===== config.mk =====
export PLATFORM = sky130hd
export DESIGN_NAME = telecontrol_link_sequence_window_top
export DESIGN_NICKNAME = d
export VERILOG_FILES = /design/src/design/tlsw_pkg.sv /design/src/design/telecontrol_link_sequence_window_top.sv /design/src/design/tlsw_front.sv /design/src/design/tlsw_queue.sv /design/src/design/tlsw_back.sv
export SDC_FILE = /design/constraint.sdc
export NUM_CORES = 1
export LEC_CHECK = 0
export BUFFER_PORTS_ARGS = -buffer_cell sky130_fd_sc_hd__buf_2
export CORE_ASPECT_RATIO = 1.2
export CORE_MARGIN = 5
export CORE_UTILIZATION = 35
export CTS_CLUSTER_SIZE = 20
export DETAILED_ROUTE_END_ITERATION = 8
export REMOVE_ABC_BUFFERS = 1
export SYNTH_ARGS = -nofsm -noshare
export SYNTH_HDL_FRONTEND = slang
export SYNTH_SLANG_ARGS = --single-unit

===== constraint.sdc =====
create_clock -name clk -period 5.2 [get_ports clk]
set_input_delay 0.78 -clock clk [delete_from_list [all_inputs] [get_ports clk]]
set_output_delay 0.78 -clock clk [all_outputs]
set_load 0.01 [all_outputs]

===== src/design/tlsw_pkg.sv =====
package tlsw_pkg;

	// Frame constants of the link layer
	localparam logic [7:0] START_OCTET = 8'h68;
	localparam logic [7:0] LEN_CTRL_ONLY = 8'd4;
	localparam logic [7:0] LEN_NO_ADDRESS = 8'd6;
	localparam logic [15:0] U_STARTDT_ACT = 16'h0007;
	localparam logic [15:0] U_STARTDT_CON = 16'h000B;
	localparam logic [15:0] U_STOPDT_ACT = 16'h0013;
	localparam logic [15:0] U_STOPDT_CON = 16'h0023;
	localparam logic [15:0] U_TESTFR_ACT = 16'h0043;
	localparam logic [15:0] U_TESTFR_CON = 16'h0083;
	localparam logic [15:0] S_MARKER = 16'h0001;

	localparam int SEQ_W = 15;
	localparam int QUEUE_DEPTH = 2;
	localparam int QPTR_W = $clog2(QUEUE_DEPTH);
	localparam int QCNT_W = $clog2(QUEUE_DEPTH + 1);

	localparam int IN_DATA_W = 72;
	localparam int OUT_DATA_W = 40;
	localparam int CFG_DATA_W = 16;
	localparam int CFG_INDEX_W = 3;

	// Register indexes of the configuration port
	typedef enum logic [CFG_INDEX_W-1:0] {
		CFG_STATION_ADDRESS = 3'd0,
		CFG_K_WINDOW = 3'd1,
		CFG_W_WINDOW = 3'd2,
		CFG_T2_SECONDS = 3'd3,
		CFG_T3_SECONDS = 3'd4,
		CFG_CHECK_SEQUENCE = 3'd5
	} cfg_idx_t;

	typedef struct packed {
		logic [15:0] station_address;
		logic [SEQ_W-1:0] k_window;
		logic [SEQ_W-1:0] w_window;
		logic [7:0] t2_seconds;
		logic [7:0] t3_seconds;
		logic check_sequence;
	} cfg_t;

	// Input commands
	typedef enum logic [2:0] {
		EV_TICK = 3'd0,
		EV_FRAME = 3'd1,
		EV_SEND = 3'd2,
		EV_CONNECT = 3'd3,
		EV_DISCONNECT = 3'd4,
		EV_IGNORE = 3'd5
	} ev_t;

	// Classes of a received frame, settled in the front part
	typedef enum logic [3:0] {
		FC_BAD_START = 4'd0,
		FC_WRONG_ORIGIN = 4'd1,
		FC_STARTDT = 4'd2,
		FC_STOPDT_ACT = 4'd3,
		FC_STOPDT_CON = 4'd4,
		FC_TESTFR = 4'd5,
		FC_SUPERVISORY = 4'd6,
		FC_UNKNOWN_U = 4'd7,
		FC_INFO = 4'd8
	} fcls_t;

	typedef enum logic [2:0] {
		SK_NONE = 3'd0,
		SK_STARTDT_CON = 3'd1,
		SK_STOPDT_CON = 3'd2,
		SK_TESTFR_CON = 3'd3,
		SK_TESTFR_ACT = 3'd4,
		SK_S = 3'd5,
		SK_I = 3'd6
	} kind_t;

	typedef enum logic [2:0] {
		ST_OK = 3'd0,
		ST_NO_START = 3'd1,
		ST_WRONG_ORIGIN = 3'd2,
		ST_UNKNOWN_U = 3'd3,
		ST_BAD_NR = 3'd4,
		ST_NS_MISMATCH = 3'd5,
		ST_WINDOW_FULL = 3'd6
	} status_t;

	// Classified item that travels through the queue
	typedef struct packed {
		ev_t ev;
		fcls_t cls;
		logic [SEQ_W-1:0] ns;
		logic [SEQ_W-1:0] nr;
	} item_t;

	typedef struct packed {
		logic drop;
		status_t status;
		logic [15:0] w2;
		logic [15:0] w1;
		kind_t kind;
	} res_t;

endpackage


===== src/design/telecontrol_link_sequence_window_top.sv =====
// Link sequence window controller, controlled-station side.
// Input channel s_*: one beat per event (tick, received frame control words,
// local send request, connect, disconnect). Output channel m_*: the frames to
// transmit, each with status and drop request; m_tlast marks the final beat
// that an event causes. An event causes zero to three output beats.
// Configuration: cfg_we writes cfg_data into register cfg_index at the clock
// edge; the user must write registers only while no event is in flight; the
// block itself does not enforce this. The first output beat of an event
// passes the classifier register, then the queue, then the result buffer of
// the execution unit.
// Throughput: one event per cycle while events cause at most one beat each
// and the receiver does not stall; an event with several beats holds the
// execution unit, as the buffer hands out one beat per cycle with m_tready.
// Reset clears the sequence numbers, counters and timers, opens the send
// window and leaves the link down; configuration returns to its defaults.
// When the receiver stalls, results wait in the buffer, the two-entry queue
// and the classifier register fill, and s_tready then falls.
module telecontrol_link_sequence_window_top (
	input logic clk,
	input logic arst_n,
	input logic cfg_we,
	input logic [tlsw_pkg::CFG_INDEX_W-1:0] cfg_index,
	input logic [tlsw_pkg::CFG_DATA_W-1:0] cfg_data,
	input logic s_tvalid,
	output logic s_tready,
	// cmd[2:0], start_octet[10:3], frame_length[18:11], first_control[34:19],
	// second_control[50:35], asdu_address[66:51], zero pad
	input logic [tlsw_pkg::IN_DATA_W-1:0] s_tdata,
	output logic m_tvalid,
	input logic m_tready,
	// send_kind[2:0], send_first_word[18:3], send_second_word[34:19],
	// status[37:35], drop_link[38], zero pad
	output logic [tlsw_pkg::OUT_DATA_W-1:0] m_tdata,
	output logic m_tlast
);
	import tlsw_pkg::*;

	cfg_t cfg_q;
	logic front_valid;
	logic front_ready;
	item_t front_item;
	logic head_valid;
	logic head_ready;
	item_t head_item;

	// Configuration registers
	always_ff @(posedge clk or negedge arst_n) begin
		if (!arst_n) begin
			cfg_q.station_address <= 16'd0;
			cfg_q.k_window <= 15'd12;
			cfg_q.w_window <= 15'd8;
			cfg_q.t2_seconds <= 8'd10;
			cfg_q.t3_seconds <= 8'd20;
			cfg_q.check_sequence <= 1'b1;
		end else if (cfg_we) begin
			case (cfg_index)
				CFG_STATION_ADDRESS: cfg_q.station_address <= cfg_data;
				CFG_K_WINDOW: cfg_q.k_window <= cfg_data[SEQ_W-1:0];
				CFG_W_WINDOW: cfg_q.w_window <= cfg_data[SEQ_W-1:0];
				CFG_T2_SECONDS: cfg_q.t2_seconds <= cfg_data[7:0];
				CFG_T3_SECONDS: cfg_q.t3_seconds <= cfg_data[7:0];
				CFG_CHECK_SEQUENCE: cfg_q.check_sequence <= cfg_data[0];
				default: cfg_q <= cfg_q;
			endcase
		end
	end

	tlsw_front u_front (
		.clk(clk),
		.arst_n(arst_n),
		.cfg(cfg_q),
		.s_tvalid(s_tvalid),
		.s_tready(s_tready),
		.s_tdata(s_tdata),
		.item_valid(front_valid),
		.item_ready(front_ready),
		.item(front_item)
	);

	tlsw_queue u_queue (
		.clk(clk),
		.arst_n(arst_n),
		.wr_valid(front_valid),
		.wr_ready(front_ready),
		.wr_item(front_item),
		.rd_valid(head_valid),
		.rd_ready(head_ready),
		.rd_item(head_item)
	);

	tlsw_back u_back (
		.clk(clk),
		.arst_n(arst_n),
		.cfg(cfg_q),
		.item_valid(head_valid),
		.item_ready(head_ready),
		.item(head_item),
		.m_tvalid(m_tvalid),
		.m_tready(m_tready),
		.m_tdata(m_tdata),
		.m_tlast(m_tlast)
	);

endmodule


===== src/design/tlsw_front.sv =====
module tlsw_front (
	input logic clk,
	input logic arst_n,
	input tlsw_pkg::cfg_t cfg,
	input logic s_tvalid,
	output logic s_tready,
	// cmd, start_octet, frame_length, first_control, second_control, asdu_address
	input logic [tlsw_pkg::IN_DATA_W-1:0] s_tdata,
	output logic item_valid,
	input logic item_ready,
	output tlsw_pkg::item_t item
);
	import tlsw_pkg::*;

	logic [2:0] cmd;
	logic [7:0] start_octet;
	logic [7:0] frame_length;
	logic [15:0] first_control;
	logic [15:0] second_control;
	logic [15:0] asdu_address;
	item_t cls_item;
	logic valid_s1;
	item_t item_s1;

	assign cmd = s_tdata[2:0];
	assign start_octet = s_tdata[10:3];
	assign frame_length = s_tdata[18:11];
	assign first_control = s_tdata[34:19];
	assign second_control = s_tdata[50:35];
	assign asdu_address = s_tdata[66:51];

	// Decode the command and sort a received frame into its class.
	always_comb begin
		cls_item.ns = first_control[SEQ_W:1];
		cls_item.nr = second_control[SEQ_W:1];
		case (cmd)
			EV_TICK: cls_item.ev = EV_TICK;
			EV_FRAME: cls_item.ev = EV_FRAME;
			EV_SEND: cls_item.ev = EV_SEND;
			EV_CONNECT: cls_item.ev = EV_CONNECT;
			EV_DISCONNECT: cls_item.ev = EV_DISCONNECT;
			default: cls_item.ev = EV_IGNORE;
		endcase
		if (start_octet != START_OCTET || frame_length < LEN_CTRL_ONLY) begin
			cls_item.cls = FC_BAD_START;
		end else if (frame_length > LEN_NO_ADDRESS && asdu_address != cfg.station_address) begin
			cls_item.cls = FC_WRONG_ORIGIN;
		end else if (frame_length != LEN_CTRL_ONLY) begin
			cls_item.cls = FC_INFO;
		end else begin
			case (first_control)
				U_STARTDT_ACT: cls_item.cls = FC_STARTDT;
				U_STOPDT_ACT: cls_item.cls = FC_STOPDT_ACT;
				U_STOPDT_CON: cls_item.cls = FC_STOPDT_CON;
				U_TESTFR_ACT: cls_item.cls = FC_TESTFR;
				S_MARKER: cls_item.cls = FC_SUPERVISORY;
				default: cls_item.cls = FC_UNKNOWN_U;
			endcase
		end
	end

	assign s_tready = !valid_s1 || item_ready;

	// One register stage holds the classified beat until the queue takes it.
	always_ff @(posedge clk or negedge arst_n) begin
		if (!arst_n) begin
			valid_s1 <= 1'b0;
		end else if (s_tready) begin
			valid_s1 <= s_tvalid;
		end
	end

	always_ff @(posedge clk) begin
		if (s_tready && s_tvalid) begin
			item_s1 <= cls_item;
		end
	end

	assign item_valid = valid_s1;
	assign item = item_s1;

endmodule


===== src/design/tlsw_queue.sv =====
module tlsw_queue (
	input logic clk,
	input logic arst_n,
	input logic wr_valid,
	output logic wr_ready,
	input tlsw_pkg::item_t wr_item,
	output logic rd_valid,
	input logic rd_ready,
	output tlsw_pkg::item_t rd_item
);
	import tlsw_pkg::*;

	item_t mem_q [QUEUE_DEPTH];
	logic [QPTR_W-1:0] wr_ptr_q;
	logic [QPTR_W-1:0] rd_ptr_q;
	logic [QCNT_W-1:0] count_q;
	logic push;
	logic pop;

	assign wr_ready = count_q != QCNT_W'(QUEUE_DEPTH);
	assign rd_valid = count_q != '0;
	assign rd_item = mem_q[rd_ptr_q];
	assign push = wr_valid && wr_ready;
	assign pop = rd_valid && rd_ready;

	// Pointers and fill count
	always_ff @(posedge clk or negedge arst_n) begin
		if (!arst_n) begin
			wr_ptr_q <= '0;
			rd_ptr_q <= '0;
			count_q <= '0;
		end else begin
			if (push) begin
				wr_ptr_q <= (wr_ptr_q == QPTR_W'(QUEUE_DEPTH - 1)) ? '0 : wr_ptr_q + 1'b1;
			end
			if (pop) begin
				rd_ptr_q <= (rd_ptr_q == QPTR_W'(QUEUE_DEPTH - 1)) ? '0 : rd_ptr_q + 1'b1;
			end
			if (push && !pop) begin
				count_q <= count_q + 1'b1;
			end else if (pop && !push) begin
				count_q <= count_q - 1'b1;
			end
		end
	end

	// Entry storage
	always_ff @(posedge clk) begin
		if (push) begin
			mem_q[wr_ptr_q] <= wr_item;
		end
	end

	a_count_range: assert property (@(posedge clk) disable iff (!arst_n)
		count_q <= QCNT_W'(QUEUE_DEPTH))
		else $error("queue fill count beyond its depth");
	a_no_pop_empty: assert property (@(posedge clk) disable iff (!arst_n)
		(count_q == '0) |=> (count_q <= QCNT_W'(1)))
		else $error("queue count jumped from empty");
	a_push_grows: assert property (@(posedge clk) disable iff (!arst_n)
		(push && !pop) |=> (count_q == $past(count_q) + 1'b1))
		else $error("queue count did not follow a push");

endmodule


===== src/design/tlsw_back.sv =====
module tlsw_back (
	input logic clk,
	input logic arst_n,
	input tlsw_pkg::cfg_t cfg,
	input logic item_valid,
	output logic item_ready,
	input tlsw_pkg::item_t item,
	output logic m_tvalid,
	input logic m_tready,
	// send_kind, send_first_word, send_second_word, status, drop_link, zero pad
	output logic [tlsw_pkg::OUT_DATA_W-1:0] m_tdata,
	output logic m_tlast
);
	import tlsw_pkg::*;

	// Link state
	logic [SEQ_W-1:0] send_seq_q;
	logic [SEQ_W-1:0] recv_seq_q;
	logic [SEQ_W-1:0] unacked_q;
	logic send_allowed_q;
	logic [SEQ_W-1:0] rcv_count_q;
	logic ack_idle_q;
	logic [7:0] ack_cnt_q;
	logic [7:0] idle_timer_q;
	logic link_up_q;

	// Result buffer
	res_t res_q [3];
	logic [1:0] cnt_q;
	logic [1:0] idx_q;

	// Next state
	logic [SEQ_W-1:0] send_seq_d;
	logic [SEQ_W-1:0] recv_seq_d;
	logic [SEQ_W-1:0] unacked_d;
	logic send_allowed_d;
	logic [SEQ_W-1:0] rcv_count_d;
	logic ack_idle_d;
	logic [7:0] ack_cnt_d;
	logic [7:0] idle_timer_d;
	logic link_up_d;
	res_t res0;
	res_t res1;
	res_t res2;
	logic [1:0] cnt_d;

	logic [SEQ_W-1:0] unacked_ack;
	logic ack_ok;
	logic accepted;
	logic s_t2;
	logic s_w;
	logic [SEQ_W-1:0] rcv_inc;
	logic [SEQ_W-1:0] unacked_inc;
	logic [7:0] ack_dec;
	logic [7:0] idle_dec;
	res_t s_frame;
	res_t testfr_frame;
	logic final_beat;
	logic load;

	assign final_beat = m_tvalid && m_tready && (idx_q == cnt_q - 2'd1);
	assign item_ready = (cnt_q == 2'd0) || final_beat;
	assign load = item_valid && item_ready;

	assign unacked_ack = send_seq_q - item.nr;
	assign ack_ok = send_seq_q >= item.nr;
	assign unacked_inc = unacked_q + 1'b1;
	assign ack_dec = ack_cnt_q - 8'd1;
	assign idle_dec = idle_timer_q - 8'd1;

	// Work out the results and the next link state for the item at the head.
	always_comb begin
		send_seq_d = send_seq_q;
		recv_seq_d = recv_seq_q;
		unacked_d = unacked_q;
		send_allowed_d = send_allowed_q;
		rcv_count_d = rcv_count_q;
		ack_idle_d = ack_idle_q;
		ack_cnt_d = ack_cnt_q;
		idle_timer_d = idle_timer_q;
		link_up_d = link_up_q;
		res0 = '0;
		res1 = '0;
		res2 = '0;
		cnt_d = 2'd0;
		accepted = 1'b0;
		s_t2 = 1'b0;
		s_w = 1'b0;
		rcv_inc = '0;
		s_frame = '0;
		testfr_frame = '0;

		case (item.ev)
			EV_FRAME: begin
				cnt_d = 2'd1;
				case (item.cls)
					FC_BAD_START: res0.status = ST_NO_START;
					FC_WRONG_ORIGIN: res0.status = ST_WRONG_ORIGIN;
					FC_STARTDT: begin
						res0.kind = SK_STARTDT_CON;
						res0.w1 = U_STARTDT_CON;
						accepted = 1'b1;
					end
					FC_STOPDT_ACT: begin
						res0.kind = SK_STOPDT_CON;
						res0.w1 = U_STOPDT_CON;
						accepted = 1'b1;
					end
					FC_STOPDT_CON: accepted = 1'b1;
					FC_TESTFR: begin
						res0.kind = SK_TESTFR_CON;
						res0.w1 = U_TESTFR_CON;
						accepted = 1'b1;
					end
					FC_UNKNOWN_U: begin
						res0.status = ST_UNKNOWN_U;
						accepted = 1'b1;
					end
					FC_SUPERVISORY: begin
						if (ack_ok) begin
							accepted = 1'b1;
						end else begin
							res0.status = ST_BAD_NR;
						end
					end
					FC_INFO: begin
						if (item.ns != recv_seq_q) begin
							res0.status = ST_NS_MISMATCH;
							res0.drop = cfg.check_sequence;
						end else begin
							recv_seq_d = recv_seq_q + 1'b1;
						end
						// A bad N(R) overrides a tolerated sequence mismatch.
						if (!res0.drop) begin
							if (ack_ok) begin
								accepted = 1'b1;
							end else begin
								res0.status = ST_BAD_NR;
							end
						end
					end
					default: res0.status = ST_NO_START;
				endcase

				// Acknowledge handling for S and I frames that pass the N(R) check
				if (accepted && (item.cls == FC_SUPERVISORY || item.cls == FC_INFO)) begin
					unacked_d = unacked_ack;
					if (unacked_ack < cfg.k_window) begin
						send_allowed_d = 1'b1;
					end
				end

				// Timer and receive-window step of an accepted frame
				if (accepted) begin
					if (ack_idle_q) begin
						ack_idle_d = 1'b0;
						ack_cnt_d = cfg.t2_seconds;
					end else if (ack_cnt_q == 8'd0) begin
						ack_idle_d = 1'b1;
						s_t2 = 1'b1;
					end else begin
						ack_cnt_d = ack_dec;
					end
					idle_timer_d = cfg.t3_seconds;
					rcv_inc = rcv_count_q + 1'b1;
					if (rcv_inc == cfg.w_window) begin
						s_w = 1'b1;
						rcv_count_d = '0;
					end else begin
						rcv_count_d = rcv_inc;
					end
					s_frame.kind = SK_S;
					s_frame.w1 = S_MARKER;
					s_frame.w2 = {recv_seq_d, 1'b0};
					res1 = s_frame;
					res2 = s_frame;
					cnt_d = 2'd1 + {1'b0, s_t2} + {1'b0, s_w};
				end
			end
			EV_TICK: begin
				if (link_up_q) begin
					if (!ack_idle_q && ack_cnt_q != 8'd0) begin
						ack_cnt_d = ack_dec;
						if (ack_dec == 8'd0) begin
							ack_idle_d = 1'b1;
							s_t2 = 1'b1;
						end
					end
					if (idle_timer_q != 8'd0) begin
						idle_timer_d = idle_dec;
						s_w = idle_dec == 8'd0;
					end
					s_frame.kind = SK_S;
					s_frame.w1 = S_MARKER;
					s_frame.w2 = {recv_seq_q, 1'b0};
					testfr_frame.kind = SK_TESTFR_ACT;
					testfr_frame.w1 = U_TESTFR_ACT;
					res0 = s_t2 ? s_frame : testfr_frame;
					res1 = testfr_frame;
					cnt_d = {1'b0, s_t2} + {1'b0, s_w};
				end
			end
			EV_SEND: begin
				cnt_d = 2'd1;
				if (send_allowed_q) begin
					res0.kind = SK_I;
					res0.w1 = {send_seq_q, 1'b0};
					res0.w2 = {recv_seq_q, 1'b0};
					send_seq_d = send_seq_q + 1'b1;
					unacked_d = unacked_inc;
					if (unacked_inc >= cfg.k_window) begin
						send_allowed_d = 1'b0;
					end
				end else begin
					res0.status = ST_WINDOW_FULL;
				end
			end
			EV_CONNECT: begin
				send_seq_d = '0;
				recv_seq_d = '0;
				link_up_d = 1'b1;
			end
			EV_DISCONNECT: link_up_d = 1'b0;
			default: cnt_d = 2'd0;
		endcase
	end

	// Link state registers
	always_ff @(posedge clk or negedge arst_n) begin
		if (!arst_n) begin
			send_seq_q <= '0;
			recv_seq_q <= '0;
			unacked_q <= '0;
			send_allowed_q <= 1'b1;
			rcv_count_q <= '0;
			ack_idle_q <= 1'b1;
			ack_cnt_q <= '0;
			idle_timer_q <= '0;
			link_up_q <= 1'b0;
		end else if (load) begin
			send_seq_q <= send_seq_d;
			recv_seq_q <= recv_seq_d;
			unacked_q <= unacked_d;
			send_allowed_q <= send_allowed_d;
			rcv_count_q <= rcv_count_d;
			ack_idle_q <= ack_idle_d;
			ack_cnt_q <= ack_cnt_d;
			idle_timer_q <= idle_timer_d;
			link_up_q <= link_up_d;
		end
	end

	// Buffer control: one beat of the loaded results a cycle while m_tready is high
	always_ff @(posedge clk or negedge arst_n) begin
		if (!arst_n) begin
			cnt_q <= 2'd0;
			idx_q <= 2'd0;
		end else if (load) begin
			cnt_q <= cnt_d;
			idx_q <= 2'd0;
		end else if (final_beat) begin
			cnt_q <= 2'd0;
			idx_q <= 2'd0;
		end else if (m_tvalid && m_tready) begin
			idx_q <= idx_q + 2'd1;
		end
	end

	always_ff @(posedge clk) begin
		if (load) begin
			res_q[0] <= res0;
			res_q[1] <= res1;
			res_q[2] <= res2;
		end
	end

	assign m_tvalid = cnt_q != 2'd0;
	assign m_tdata = {1'b0, res_q[idx_q]};
	assign m_tlast = idx_q == cnt_q - 2'd1;

	a_index_in_range: assert property (@(posedge clk) disable iff (!arst_n)
		(cnt_q != 2'd0) |-> (idx_q < cnt_q))
		else $error("result index beyond the loaded result count");
	a_load_when_free: assert property (@(posedge clk) disable iff (!arst_n)
		load |-> (cnt_q == 2'd0 || final_beat))
		else $error("new item loaded over undelivered results");
	a_connect_clears: assert property (@(posedge clk) disable iff (!arst_n)
		(load && item.ev == EV_CONNECT) |=> (link_up_q && send_seq_q == '0 && recv_seq_q == '0))
		else $error("connect did not restart the sequence numbers");
	a_full_window_blocks: assert property (@(posedge clk) disable iff (!arst_n)
		(load && item.ev == EV_SEND && !send_allowed_q) |=> (send_seq_q == $past(send_seq_q)))
		else $error("I frame counted while the window was closed");

endmodule


=== Word-level counts from Yosys, hierarchy flattened ===
Memories as Yosys holds them, arrays and structs flattened.
Index checks and enable logic that the tools add are counted.

* Register bits: 188
* Latch bits: 0
* Memory bits (writable): 191
* Bits in read-only memories: 0
* Output and inout bits: 43
* Word-level logic and storage cells: 236
* Memories: 2

* Add/sub/neg operators: 16
* $mul: 0
* Divide/modulo/power cells: 0
* Order comparisons: 5
* Equal/unequal tests: 42
* Shifts and indexed selects: 0
* Muxes and demuxes: 88
* Bitwise operators: 0
* Reduce and logical (&&, ||, !) cells: 56

{| class="wikitable"
|+ Memory list
! memory !! words !! width !! read ports !! clocked after memory_dff !! wr ports !! RTL line !! RTL
|-
| u_back.res_q || 3 || 39 || 1 || 0 || 3 || tlsw_back.sv:28 || <nowiki>res_t res_q [3];</nowiki>
|-
| u_queue.mem_q || 2 || 37 || 1 || 0 || 1 || tlsw_queue.sv:13 || <nowiki>item_t mem_q [QUEUE_DEPTH];</nowiki>
|}

{| class="wikitable"
|+ Operators by type and width
! cell !! count
|-
| 35-bit two-way mux || 3
|-
| 15-bit two-way mux || 6
|-
| 15-bit case mux with 2 select lines || 3
|-
| 39-bit two-way mux || 2
|-
| 39-bit case mux with 2 select lines || 1
|-
| 8-bit two-way mux || 8
|-
| 15-bit by 1-bit adder with 15-bit output (second input constant) || 4
|-
| 19-bit case mux with 3 select lines || 1
|-
| 3-bit case mux with 5 select lines || 3
|-
| 11-bit case mux with 3 select lines || 1
|-
| 1-bit two-way mux || 32
|-
| 16-bit case mux with 2 select lines || 1
|-
| 8-bit case mux with 2 select lines || 2
|-
| 15-bit greater-or-equal comparator || 2
|-
| 8-bit logical NOT || 3
|-
| 3-bit by 2-bit equality test with 1-bit output (second input constant) || 6
|-
| 2-bit two-way mux || 9
|-
| 2-bit nonzero test || 9
|-
| 16-bit by 1-bit equality test with 1-bit output (second input constant) || 1
|-
| 16-bit by 3-bit equality test with 1-bit output (second input constant) || 1
|-
| 16-bit by 5-bit equality test with 1-bit output (second input constant) || 1
|-
| 16-bit by 6-bit equality test with 1-bit output (second input constant) || 1
|-
| 16-bit by 7-bit equality test with 1-bit output (second input constant) || 1
|-
| 4-bit by 3-bit equality test with 1-bit output (second input constant) || 4
|-
| 48 further kinds || 102
|}

=== Logic depth before layout (Yosys ltp) ===
Gate-level depths: netlist (run 1).
An unclocked memory read counts as a cell.

* Depth in word-level cells: 15
* Gate-level depth with buffers: 24
* Mapped depth without buffers: 18

=== Cells and area by module ===
A second synthesis (run 1) with hierarchy kept.

* Cells, all modules: 1,527
* Area, all modules: 17,372.9 um^2

{| class="wikitable"
|+ Modules (own cells, without submodules)
! module !! times used !! cells an instance !! area an instance (um^2)
|-
| tlsw_back || 1 || 1,161 || 10,425.0
|-
| tlsw_queue || 1 || 133 || 2,946.6
|-
| telecontrol_link_sequence_window_top || 1 || 138 || 2,433.6
|-
| tlsw_front || 1 || 95 || 1,567.8
|}

=== Worst setup path after synthesis (run 1) ===
Ideal clock, no wire load.

* Kind: register to register
* From: register u_queue.rd_ptr_q
* To: register u_back.send_allowed_q
* Setup time: 0.094 ns
* Arrival time: 4.936 ns
* Setup slack: 0.171 ns
* Stages on the path, launching flop included: 24
* Period minus slack after synthesis: 5.029 ns
* Path through: dfrtp_1 > buf_6 > buf_12 > buf_4 > buf_2 > clkbuf_1 > clkbuf_1 > mux2i_1 > ha_1 > o21a_1 > o31a_1 > o31a_1 > o21ai_0 > a21oi_1 > or3_1 > and2_1 > ha_1 > a21o_1 > a21oi_1 > o311ai_0 > a31oi_1 > a41oi_1 > o21ai_0 > o211ai_1

* Cells in the longest elaborated chain, start to end: 11

{| class="wikitable"
|+ Ends and longest elaborated chain
! element !! RTL line !! RTL
|-
| start: declaration || tlsw_queue.sv:15 || <nowiki>logic [QPTR_W-1:0] rd_ptr_q;</nowiki>
|-
| start signal: assignment || tlsw_queue.sv:37 || <nowiki>rd_ptr_q <= (rd_ptr_q == QPTR_W'(QUEUE_DEPTH - 1)) ? '0 : rd_ptr_q + 1'b1;</nowiki>
|-
| memory read 2 x 37 bit (*) || - ||
|-
| branches (longest 10 deep; another with 15-bit subtractor) || - ||
|-
| end signal: assignment || tlsw_back.sv:244 || <nowiki>send_allowed_q <= send_allowed_d;</nowiki>
|-
| end: declaration || tlsw_back.sv:20 || <nowiki>logic send_allowed_q;</nowiki>
|}

Mark *: on every way between the ends. The select of a mux whose other input is x is not followed.
A chain may end at the register's enable or synchronous reset.

=== Final worst setup path (run 1) ===
Ends and elaborated chain as after synthesis.

==> results_dict.tcl, run 1 <==
set metrics [dict create \
    die_h_um 255 \
    cp.arrival_ns 4.88 \
    leakage_nw 7.97 \
    clk_path_buf_depth 3 \
    hold_viol 0 \
    ys.flop_type "edfxtp_1" \
    final_util_pct 40.7 \
    setup_tns_ns 0 \
    hold_path.class "in -> async" \
    clkLatencyLatePin_ns 0.55 \
    netlist_top_cells_count "183 x edfxtp_1, 141 x dfrtp_1, 114 x nand2_1, 112 x nor2_1, 103 x o21ai_0" \
    ys_async_sr_fraction_pct 45.2 \
    r2r_setup_slack_ns 0.75 \
    worstPathBufferInverterCount 1 \
    cp_max_fo 7 \
    cp_cell_sequence "mux2_2 > ha_1 > fa_1 > nor2b_1 > o21ai_0 > a21oi_1 > nor3_1 > o31ai_1 > buf_4 > xor2_1 > ha_1 > a21o_1 > a21o_1 > a21oi_1 > o311ai_0 > a31oi_1 > a41oi_1 > o21ai_0 > o211ai_1" \
    syn_area_per_cell_um2 11.1 \
    drive_gt1_share_pct 18.2 \
    worstMarginPinSlew_ns 1.12 \
    syn_area_um2 17500 \
    grt-ovfl-total 0 \
    grt_pass1_vias 12300 \
    ant_nets 0 \
    synth_top_area_cell "edfxtp_1" \
    worstSetupStartpointType "flip-flop" \
    synth_edf_count 183 \
    antenna_found_initial 0 \
    die_x_um 214 \
    r2r-start "u_queue.rd_ptr_q" \
    grt_max_degree 78 \
    fin_crit_ns 4.45 \
    nNetsFinal 1851 \
    clk_pin_slew_worst_paths_ns 0.06 \
    core_area_um2 49300 \
    worst_ep_required_time_ns 5.63 \
    synthCells 1575 \
    dp_cells 2293 \
    powerDensity_nw_per_um2 521 \
    r2r-end "u_back.send_allowed_q" \
    slew_viol_final 0 \
    cts_setup_buffers 0 \
    die_area_um2 54600 \
    antenna_cells 0 \
    fmax_mhz 225 \
    area_growth_pct 14.9 \
    power_mw 10.5 \
    grt_pass1_wl_um 66700 \
    seq_area_frac_synth_pct 53.1 \
    vias 12400 \
    post-dp-hpwl_um 30100 \
    reg2reg_depth 19 \
    cts_made_buffers 37 \
    peakVddDrop_v 0.000267 \
    io-pin-count 139 \
    crit_family "compound AO/OA/AOI/OAI gates" \
    clock-sinks 334 \
    drcViolationCount 0 \
    first_iter_violations 725 \
    max_cap_viol_count 0 \
    clock_skew_ns 0.0243 \
    rows 89 \
    fin_crit_sh_pct 85.5 \
    synth_top_area_share_pct 31.4 \
    grt.total_usage_pct 14.9 \
    hold_buffers 0 \
    h-tree-depth 2 \
    synth-seq-cells 334 \
    numPortBuffers 130 \
    routed_via_density 5.24 \
    outcome "finished clean" \
    synthDistinctLibCells 87 \
    clock-root-buffer "clkbuf_16" \
    first_pass_iters 5 \
    wl_per_cell_um 17.7 \
    cts_tree "done" \
    synth_area_leaders "edfxtp_1 31%, dfrtp_1 20%, ha_1 4.2%" \
    stdcell_count 2361 \
    start_util_pct 35.5 \
    slew_headroom_pct 24.9 \
    place.gp.congestion 0.843 \
    routed_wl_um 41800 \
    slowest_stage "dfrtp_2" \
    setup_viol 0 \
    endpoint_kind "flip-flop" \
    yosysWarnings 0 \
    ctsResizeCount 0 \
    grt_setup_unrepaired "no" \
    crit_type "reg -> reg" \
    slowest_delay_ns 0.47 \
    yosysMostFrequentCell "edfxtp_1" \
]
cells in the final DEF (no fill, tap or decap), drive strengths merged, types with 49 or more instances in the layout:
| master | count |
|---|---|
| mux2 | 59 |
| o21ai | 107 |
| nand2 | 115 |
| xnor2 | 69 |
| edfxtp | 183 |
| clkbuf | 49 |
| inv | 54 |
| nor2 | 114 |
| buf | 157 |
| nand3 | 55 |
| mux2i | 66 |
| dfrtp | 141 |
| ha | 59 |
| a21oi | 55 |
metrics by stage:
stage | cell area, um2 | setup slack, ns | hold WS (ns)
after floorplan | 17200 | 0.0148 | 0.421
after global placement | 18900 | 0.832 | 0.425
after detailed placement | 18900 | 0.823 | 0.431
after CTS | 20100 | 0.778 | 0.292
after global routing | 20100 | 0.330 | 0.324
final | 20100 | 0.754 | 0.263
registers in the layout (all words and copies together) (netlist names), 8 cells and up:
register	flops
u_back.send_seq_q	15
u_back.res_q	72
u_back.recv_seq_q	15
u_back.rcv_count_q	15
cfg_q	63
u_queue.mem_q	74
u_front.item	37
u_back.idle_timer_q	8
u_back.unacked_q	15
u_back.ack_cnt_q	8
how the worst max path moves through the flow:
stage,start,endpoint,slack [ns],depth (start not counted)
2_1_floorplan,u_queue.rd_ptr_q,u_back.send_allowed_q,0.01,18
3_3_place_gp,u_queue.rd_ptr_q,u_back.send_allowed_q,0.83,19
3_5_place_dp,u_queue.rd_ptr_q,u_back.send_allowed_q,0.82,19
4_1_cts,u_queue.rd_ptr_q,u_back.send_allowed_q,0.78,19
5_1_grt,u_queue.rd_ptr_q,u_back.send_allowed_q,0.33,19
6_report,u_queue.rd_ptr_q,u_back.send_allowed_q,0.75,19
worst register-to-register path, cell delays in order, from the launching register on:
cell	delay (ns)
dfrtp_2	0.47
mux2_2	0.38
ha_1	0.19
fa_1	0.40
nor2b_1	0.12
o21ai_0	0.12
a21oi_1	0.26
nor3_1	0.09
o31ai_1	0.25
buf_4	0.17
xor2_1	0.19
ha_1	0.29
a21o_1	0.19
a21o_1	0.17
a21oi_1	0.15
o311ai_0	0.16
a31oi_1	0.26
a41oi_1	0.16
o21ai_0	0.18
o211ai_1	0.11
routing by layer:
metal,part of all wire [%],track usage [%],vias up,wire length (um)
met4,2.7,4.75,0,1120
li1,-,-,6029,-
met3,3.3,1.94,59,1390
met1,44,19.2,6024,18400
met2,50,26.3,257,20800
met5,0,0,-,0
logic make-up after synthesis:
| kind of cell | share of synthesized area (%) |
|---|---|
| xor+xnor | 5.26 |
| fa+ha+maj | 4.33 |
| compound gates | 11.6 |
| mux | 7.60 |
| flops | 53.1 |
| other cells | 0.0214 |
| simple gates | 15.0 |
| buf+inv | 3.12 |
cell type report:
class,instances,area (um2)
Clock inverter,19,208
Inverter,53,199
Fill cell,4693,29200
Multi-Input combinational cell,1112,7720
Timing Repair Buffer,157,872
Clock buffer,49,1020
Sequential cell,334,9290
Tap cell,637,797
power by group:
group	switching, mW	internal, mW
logic	2.27	1.44
registers	0.451	3.70
clock network	1.11	1.51
(Power assumes the default switching activity.)
==> run 2, diff against run 1 <==
--- a/config.mk
+++ b/config.mk
@@ -5,7 +5,7 @@
 export SDC_FILE = /design/constraint.sdc
 export NUM_CORES = 1
 export LEC_CHECK = 0
-export BUFFER_PORTS_ARGS = -buffer_cell sky130_fd_sc_hd__buf_2
+export BUFFER_PORTS_ARGS = -buffer_cell sky130_fd_sc_hd__clkbuf_2
 export CORE_ASPECT_RATIO = 1.2
 export CORE_MARGIN = 5
 export CORE_UTILIZATION = 35
==> run 2 against run 1 <==
Effect of this change: routed wire length rose by 1.2%; clock skew increased by 0.0098 ns; final cell count barely moved; total power rose by 0.83%; critical path type unchanged; largest power group unchanged; register-to-register slack worse by 0.15 ns; hold slack improved by 0.0054 ns; sequential share of layout area fell by 0.089 points; critical path depth stayed put; die area stayed put; combinational power barely moved; global-route usage is 0.13 points higher.
==> results_dict.tcl, run 2 (same netlist as run 1, synthesis figures left out) <==
set metrics [dict create \
    ctsResizeCount 0 \
    leakage_nw 8.00 \
    clk_pin_slew_worst_paths_ns 0.06 \
    reg2reg_depth 19 \
    largest_reg_flops 74 \
    hold_path.class "in -> async" \
    nNetsFinal 1851 \
    r2r-start "u_queue.rd_ptr_q" \
    grt_setup_unrepaired "no" \
    routed_via_density 5.30 \
    slew_headroom_pct 24.4 \
    area_growth_pct 15.1 \
    numPortBuffers 130 \
    endpoint_kind "flip-flop" \
    cp.arrival_ns 5.03 \
    drcViolationCount 0 \
    post-dp-hpwl_um 30000 \
    outcome "finished clean" \
    first_pass_iters 5 \
    cts_setup_buffers 0 \
    hold_viol 0 \
    slew_viol_final 0 \
    cp_max_fo 13 \
    final_area_um2 20100 \
    clock-root-buffer "clkbuf_16" \
    die_area_um2 54600 \
    start_util_pct 35.5 \
    cts_made_buffers 38 \
    core_area_um2 49300 \
    drive_gt1_share_pct 18.2 \
    ant_nets 0 \
    grt-ovfl-total 0 \
    h-tree-depth 2 \
    io-pin-count 139 \
    r2r-end "u_back.send_allowed_q" \
    clk_path_buf_depth 3 \
    place.gp.congestion 0.862 \
    setup_viol 0 \
    vias 12500 \
    worstMarginPinSlew_ns 1.13 \
    die_x_um 214 \
    grt_pass1_vias 12400 \
    largest_register "u_queue.mem_q" \
    fin_crit_sh_pct 88.3 \
    powerDensity_nw_per_um2 525 \
    cts_tree "done" \
    layout_common_cells "183 x edfxtp_1, 140 x dfrtp_1, 129 x clkbuf_2, 114 x nand2_1, 110 x nor2_1" \
    routed_wl_um 42300 \
    clock_skew_ns 0.0341 \
    final_common_cell "edfxtp_1" \
    peakVddDrop_v 0.000239 \
    max_cap_viol_count 0 \
    r2r_setup_slack_ns 0.61 \
    grt_pass1_wl_um 66800 \
    antenna_found_initial 0 \
    clkLatencyLatePin_ns 0.56 \
    crit_type "reg -> reg" \
    fmax_mhz 218 \
    first_iter_violations 794 \
    setup_tns_ns 0 \
    whs_ns 0.269 \
    grt_max_degree 79 \
    fin_crit_ns 4.59 \
    rows 89 \
    die_h_um 255 \
    hold_buffers 0 \
    grt.total_usage_pct 15.0 \
    worstSetupStartpointType "flip-flop" \
    worst_ep_required_time_ns 5.64 \
    clock-sinks 334 \
    wl_per_cell_um 17.9 \
    reg_top3 "u_queue.mem_q (74), u_back.res_q (72), cfg_q (63)" \
    postPlaceCellArea_um2 18900 \
]
run 2: cell count changes in the layout (fill, tap and decap cells not counted), sizes merged:
cell / previous run / this run
buf: 157 / 27
inv: 54 / 55
bufinv: 2 / 3
clkbuf: 49 / 180
clkinv: 13 / 12
clkinvlp: 3 / 2
diode: 0 / 1
run 2: worst max path at each step:
stage,from,slack [ns],to,depth (start not counted)
2_1_floorplan,u_queue.rd_ptr_q,0.01,u_back.send_allowed_q,18
3_3_place_gp,u_queue.rd_ptr_q,0.61,u_back.send_allowed_q,19
3_5_place_dp,u_queue.rd_ptr_q,0.67,u_back.send_allowed_q,19
4_1_cts,u_queue.rd_ptr_q,0.62,u_back.send_allowed_q,19
5_1_grt,u_queue.rd_ptr_q,0.27,u_back.send_allowed_q,19
6_report,u_queue.rd_ptr_q,0.61,u_back.send_allowed_q,19
run 2: per-layer routing:
metal	vias to the layer above	track usage [%]	share of wire (%)
li1	6024	-	-
met5	-	0	0
met3	67	2.18	4.0
met2	295	26.5	51
met1	6136	19.1	43
met4	0	5.12	2.9
run 2: where the power goes:
group          switching [mW]  internal (mW)
clock network            1.12           1.60
registers               0.462           3.70
logic                    2.25           1.43
run 2: layout make-up:
class	count	area, um2
fillers	4657	29200
flip-flops and latches	334	9290
multi-input cells	1112	7720
clock buffers	51	1050
repair buffers	156	865
well taps	637	797
clock inverters	19	221
inverters	53	199
diodes	1	2.50
run 2: per-stage QoR:
step	cells	power, mW	util [%]	setup WS, ns
2_1_floorplan	1499	6.67	-	0.0148
3_3_place_gp	2292	7.79	38.2	0.613
3_5_place_dp	2292	7.91	38.2	0.674
4_1_cts	2362	10.7	40.8	0.615
5_1_grt	2362	11.2	40.8	0.272
6_report	2363	10.6	40.8	0.607
run 2: critical path: stages (launching register included):
cell	delay (ns)
dfrtp_2	0.60
mux2_2	0.42
ha_1	0.20
fa_1	0.40
nor2b_1	0.13
o21ai_0	0.10
a21oi_1	0.26
nor3_1	0.09
o31ai_1	0.26
buf_4	0.18
xor2_1	0.22
ha_1	0.30
a21o_1	0.18
a21o_1	0.17
a21oi_1	0.14
o311ai_0	0.15
a31oi_1	0.25
a41oi_1	0.17
o21ai_0	0.19
o211ai_1	0.11
==> run 3, diff against run 2 <==
--- a/config.mk
+++ b/config.mk
@@ -5,6 +5,7 @@
 export SDC_FILE = /design/constraint.sdc
 export NUM_CORES = 1
 export LEC_CHECK = 0
+export ABC_AREA = 1
 export BUFFER_PORTS_ARGS = -buffer_cell sky130_fd_sc_hd__clkbuf_2
 export CORE_ASPECT_RATIO = 1.2
 export CORE_MARGIN = 5
@@ -15,3 +16,4 @@
 export SYNTH_ARGS = -nofsm -noshare
 export SYNTH_HDL_FRONTEND = slang
 export SYNTH_SLANG_ARGS = --single-unit
+export TNS_END_PERCENT = 5
==> run 3 against run 2 <==
Effect of this change: combinational power rose by 28%; largest power group is now combinational logic; critical path depth up 5; synthesized cell count grew 30%; utilization shrank 0.78 points; highest routed layer unchanged; critical path type unchanged.
==> results_dict.tcl, run 3 <==
set metrics [dict create \
    yosys.area_share.adder_pct 4.29 \
    startpoint "u_queue.rd_ptr_q" \
    multiInputGateArea_um2 7290 \
    synth-seq-cells 334 \
    nNetsFinal 2315 \
    cts_tree "done" \
    h-tree-depth 2 \
    largest_register "u_queue.mem_q" \
    synth_edf_count 183 \
    synth_compound_area_share_pct 7.52 \
    yosysWarnings 0 \
    place.gp.congestion 0.904 \
    rows 90 \
    endpoint_kind "flip-flop" \
    io-pin-count 139 \
    synthXorXnorAreaFrac_pct 3.87 \
    r2r_setup_slack_ns 0.83 \
    synthCells 2041 \
    reg2reg_depth 24 \
    hold_viol 0 \
    slew_headroom_pct 23.2 \
    antenna_found_initial 0 \
    synth_top_area_cell "edfxtp_1" \
    final_common_cell "nand2_1" \
    worstMarginPinSlew_ns 1.15 \
    drive_gt1_share_pct 11.2 \
    worstSetupStartpointType "flip-flop" \
    start_util_pct 35.3 \
    grt_pass1_wl_um 71800 \
    seq_area_frac_synth_pct 52.6 \
    die_h_um 256 \
    ys_async_sr_fraction_pct 45.2 \
    leakage_nw 9.08 \
    slew_viol_final 0 \
    combinationalPowerShare_pct 41.1 \
    clock-sinks 334 \
    ctsResizeCount 0 \
    fmax_mhz 229 \
    yosysMostFrequentCell "nand2_1" \
    hold_path.class "in -> async" \
    grt_setup_unrepaired "no" \
    vias 13800 \
    die_x_um 215 \
    internal_power_mw 6.75 \
    ant_nets 0 \
    crit_type "reg -> reg" \
    routed_wl_um 44600 \
    clk_pin_slew_worst_paths_ns 0.06 \
    worst_ep_required_time_ns 5.68 \
    grt_max_degree 59 \
    core_area_um2 50100 \
    ys.flop_type "edfxtp_1" \
    clock-root-buffer "clkbuf_16" \
    powerDensity_nw_per_um2 570 \
    clock_skew_ns 0.0224 \
    cp_max_fo 23 \
    fillers 4981 \
    p_switching_mw 4.70 \
    first_iter_violations 851 \
    clk_path_buf_depth 3 \
    fin_crit_ns 4.37 \
    area_growth_pct 13.6 \
    synth_top_area_share_pct 31.1 \
    final_util_pct 40.0 \
    wl_per_cell_um 15.8 \
    power.share.clock_pct 21.6 \
    grt_pass1_vias 13700 \
    dp_cells 2765 \
    reg_top3 "u_queue.mem_q (74), u_back.res_q (72), cfg_q (63)" \
    first_pass_iters 7 \
    synth_top_family_by_area "simple AND/OR/NAND/NOR gates" \
    post-dp-hpwl_um 33100 \
    cts_setup_buffers 0 \
    worstSetupEndpoint "u_back.send_allowed_q" \
    cts_made_buffers 36 \
    power_mw 11.4 \
    final_area_um2 20100 \
    die_area_um2 55100 \
    synth-simple-area-share_pct 24.4 \
    syn_area_um2 17700 \
    synthMuxAreaShare_pct 1.03 \
    outcome "finished clean" \
    r2r-end "u_back.send_allowed_q" \
    numPortBuffers 130 \
    grt-ovfl-total 0 \
    postPlaceCellArea_um2 18900 \
    largest_reg_flops 74 \
    layout_common_cells "596 x nand2_1, 205 x inv_1, 189 x nor2_1, 183 x edfxtp_1, 141 x dfrtp_1" \
    synth_area_leaders "edfxtp_1 31%, dfrtp_1 20%, nand2_1 13%" \
    clkLatencyLatePin_ns 0.54 \
    setup_tns_ns 0 \
    syn_area_per_cell_um2 8.66 \
    routed_via_density 4.89 \
    grt.total_usage_pct 15.9 \
    synthDistinctLibCells 53 \
    p_seq_share_pct 37.3 \
    regArea_um2 9290 \
    netlist_top_cells_count "596 x nand2_1, 205 x inv_1, 191 x nor2_1, 183 x edfxtp_1, 141 x dfrtp_1" \
    r2r-start "u_queue.rd_ptr_q" \
    stdcell_count 2828 \
    antenna_cells 0 \
    p_sw_share_pct 41.0 \
    peakVddDrop_v 0.000313 \
    fin_crit_sh_pct 84.0 \
    cp.arrival_ns 4.85 \
    max_cap_viol_count 0 \
    drcViolationCount 0 \
    setup_viol 0 \
    hold_buffers 0 \
]
-- run 3: worst max-delay path, stage by stage, from the launching register on --
cell and delay (ns):
dfrtp_1 0.33, buf_4 0.28, inv_2 0.26, or2_2 0.33
o21ai_0 0.19, inv_1 0.12, fa_1 0.46, o21ai_0 0.36
nand3_1 0.12, nand3_1 0.16, nand3_1 0.11, nand2_1 0.07
nand2_1 0.05, and2_1 0.14, ha_1 0.29, nand2_1 0.07
inv_1 0.05, nand3_1 0.08, nor3_1 0.16, o21ai_0 0.14
o2111ai_1 0.17, a21oi_1 0.14, nand3_1 0.10, nand2_1 0.05
nand2_1 0.06
-- run 3: logic make-up after synthesis --
family,after synthesis
AND/OR/NAND/NOR,1028
adder cells (fa/ha/maj),60
flip-flops,334
multiplexers,18
AO/OA/AOI/OAI,243
buffers and inverters,279
XOR/XNOR,78
other,1
-- run 3: power by group through the flow --
stage / Sequential [mW] / Clock [mW] / Combinational (mW)
5_1_grt: 4.36 / 2.64 / 5.36
3_3_place_gp: 4.29 / 0 / 4.64
6_report: 4.27 / 2.47 / 4.71
4_1_cts: 4.27 / 2.54 / 4.78
3_5_place_dp: 4.31 / 0 / 4.76
2_1_floorplan: 4.25 / 0 / 3.20
-- run 3: how the worst min path moves through the flow --
stage | end | start | depth (start not counted)
6_report | cfg_q[60] | arst_n | 1
3_3_place_gp | u_queue.mem_q[1][29] | u_front.item[29] | 0
2_1_floorplan | u_queue.mem_q[0][0] | u_front.item[0] | 0
3_5_place_dp | u_queue.mem_q[1][11] | u_front.item[11] | 0
4_1_cts | cfg_q[60] | arst_n | 1
5_1_grt | cfg_q[60] | arst_n | 1
-- run 3: area by class of cell --
class,instances,share of cell area [%]
clock inverters,17,0.648
clock buffers,46,4.93
repair buffers,142,3.72
flip-flops and latches,334,46.3
well taps,644,4.02
inverters,216,4.07
multi-input cells,1429,36.3
-- run 3: stage by stage --
stage | hold slack [ns] | setup slack, ns
floorplan | 0.421 | 0.832
global placement | 0.430 | 0.970
detailed placement | 0.434 | 0.812
CTS | 0.209 | 0.794
global route | 0.228 | 0.395
finish | 0.205 | 0.833
-- run 3: routing by layer --
layer  vias to the layer above  track usage (%)  part of all wire (%)
li1                       6970                -                     -
met1                      6520             19.1                    42
met2                       254             29.1                    52
met3                        83             2.05                   3.3
met4                         0             5.55                   3.3
met5                         -                0                     0
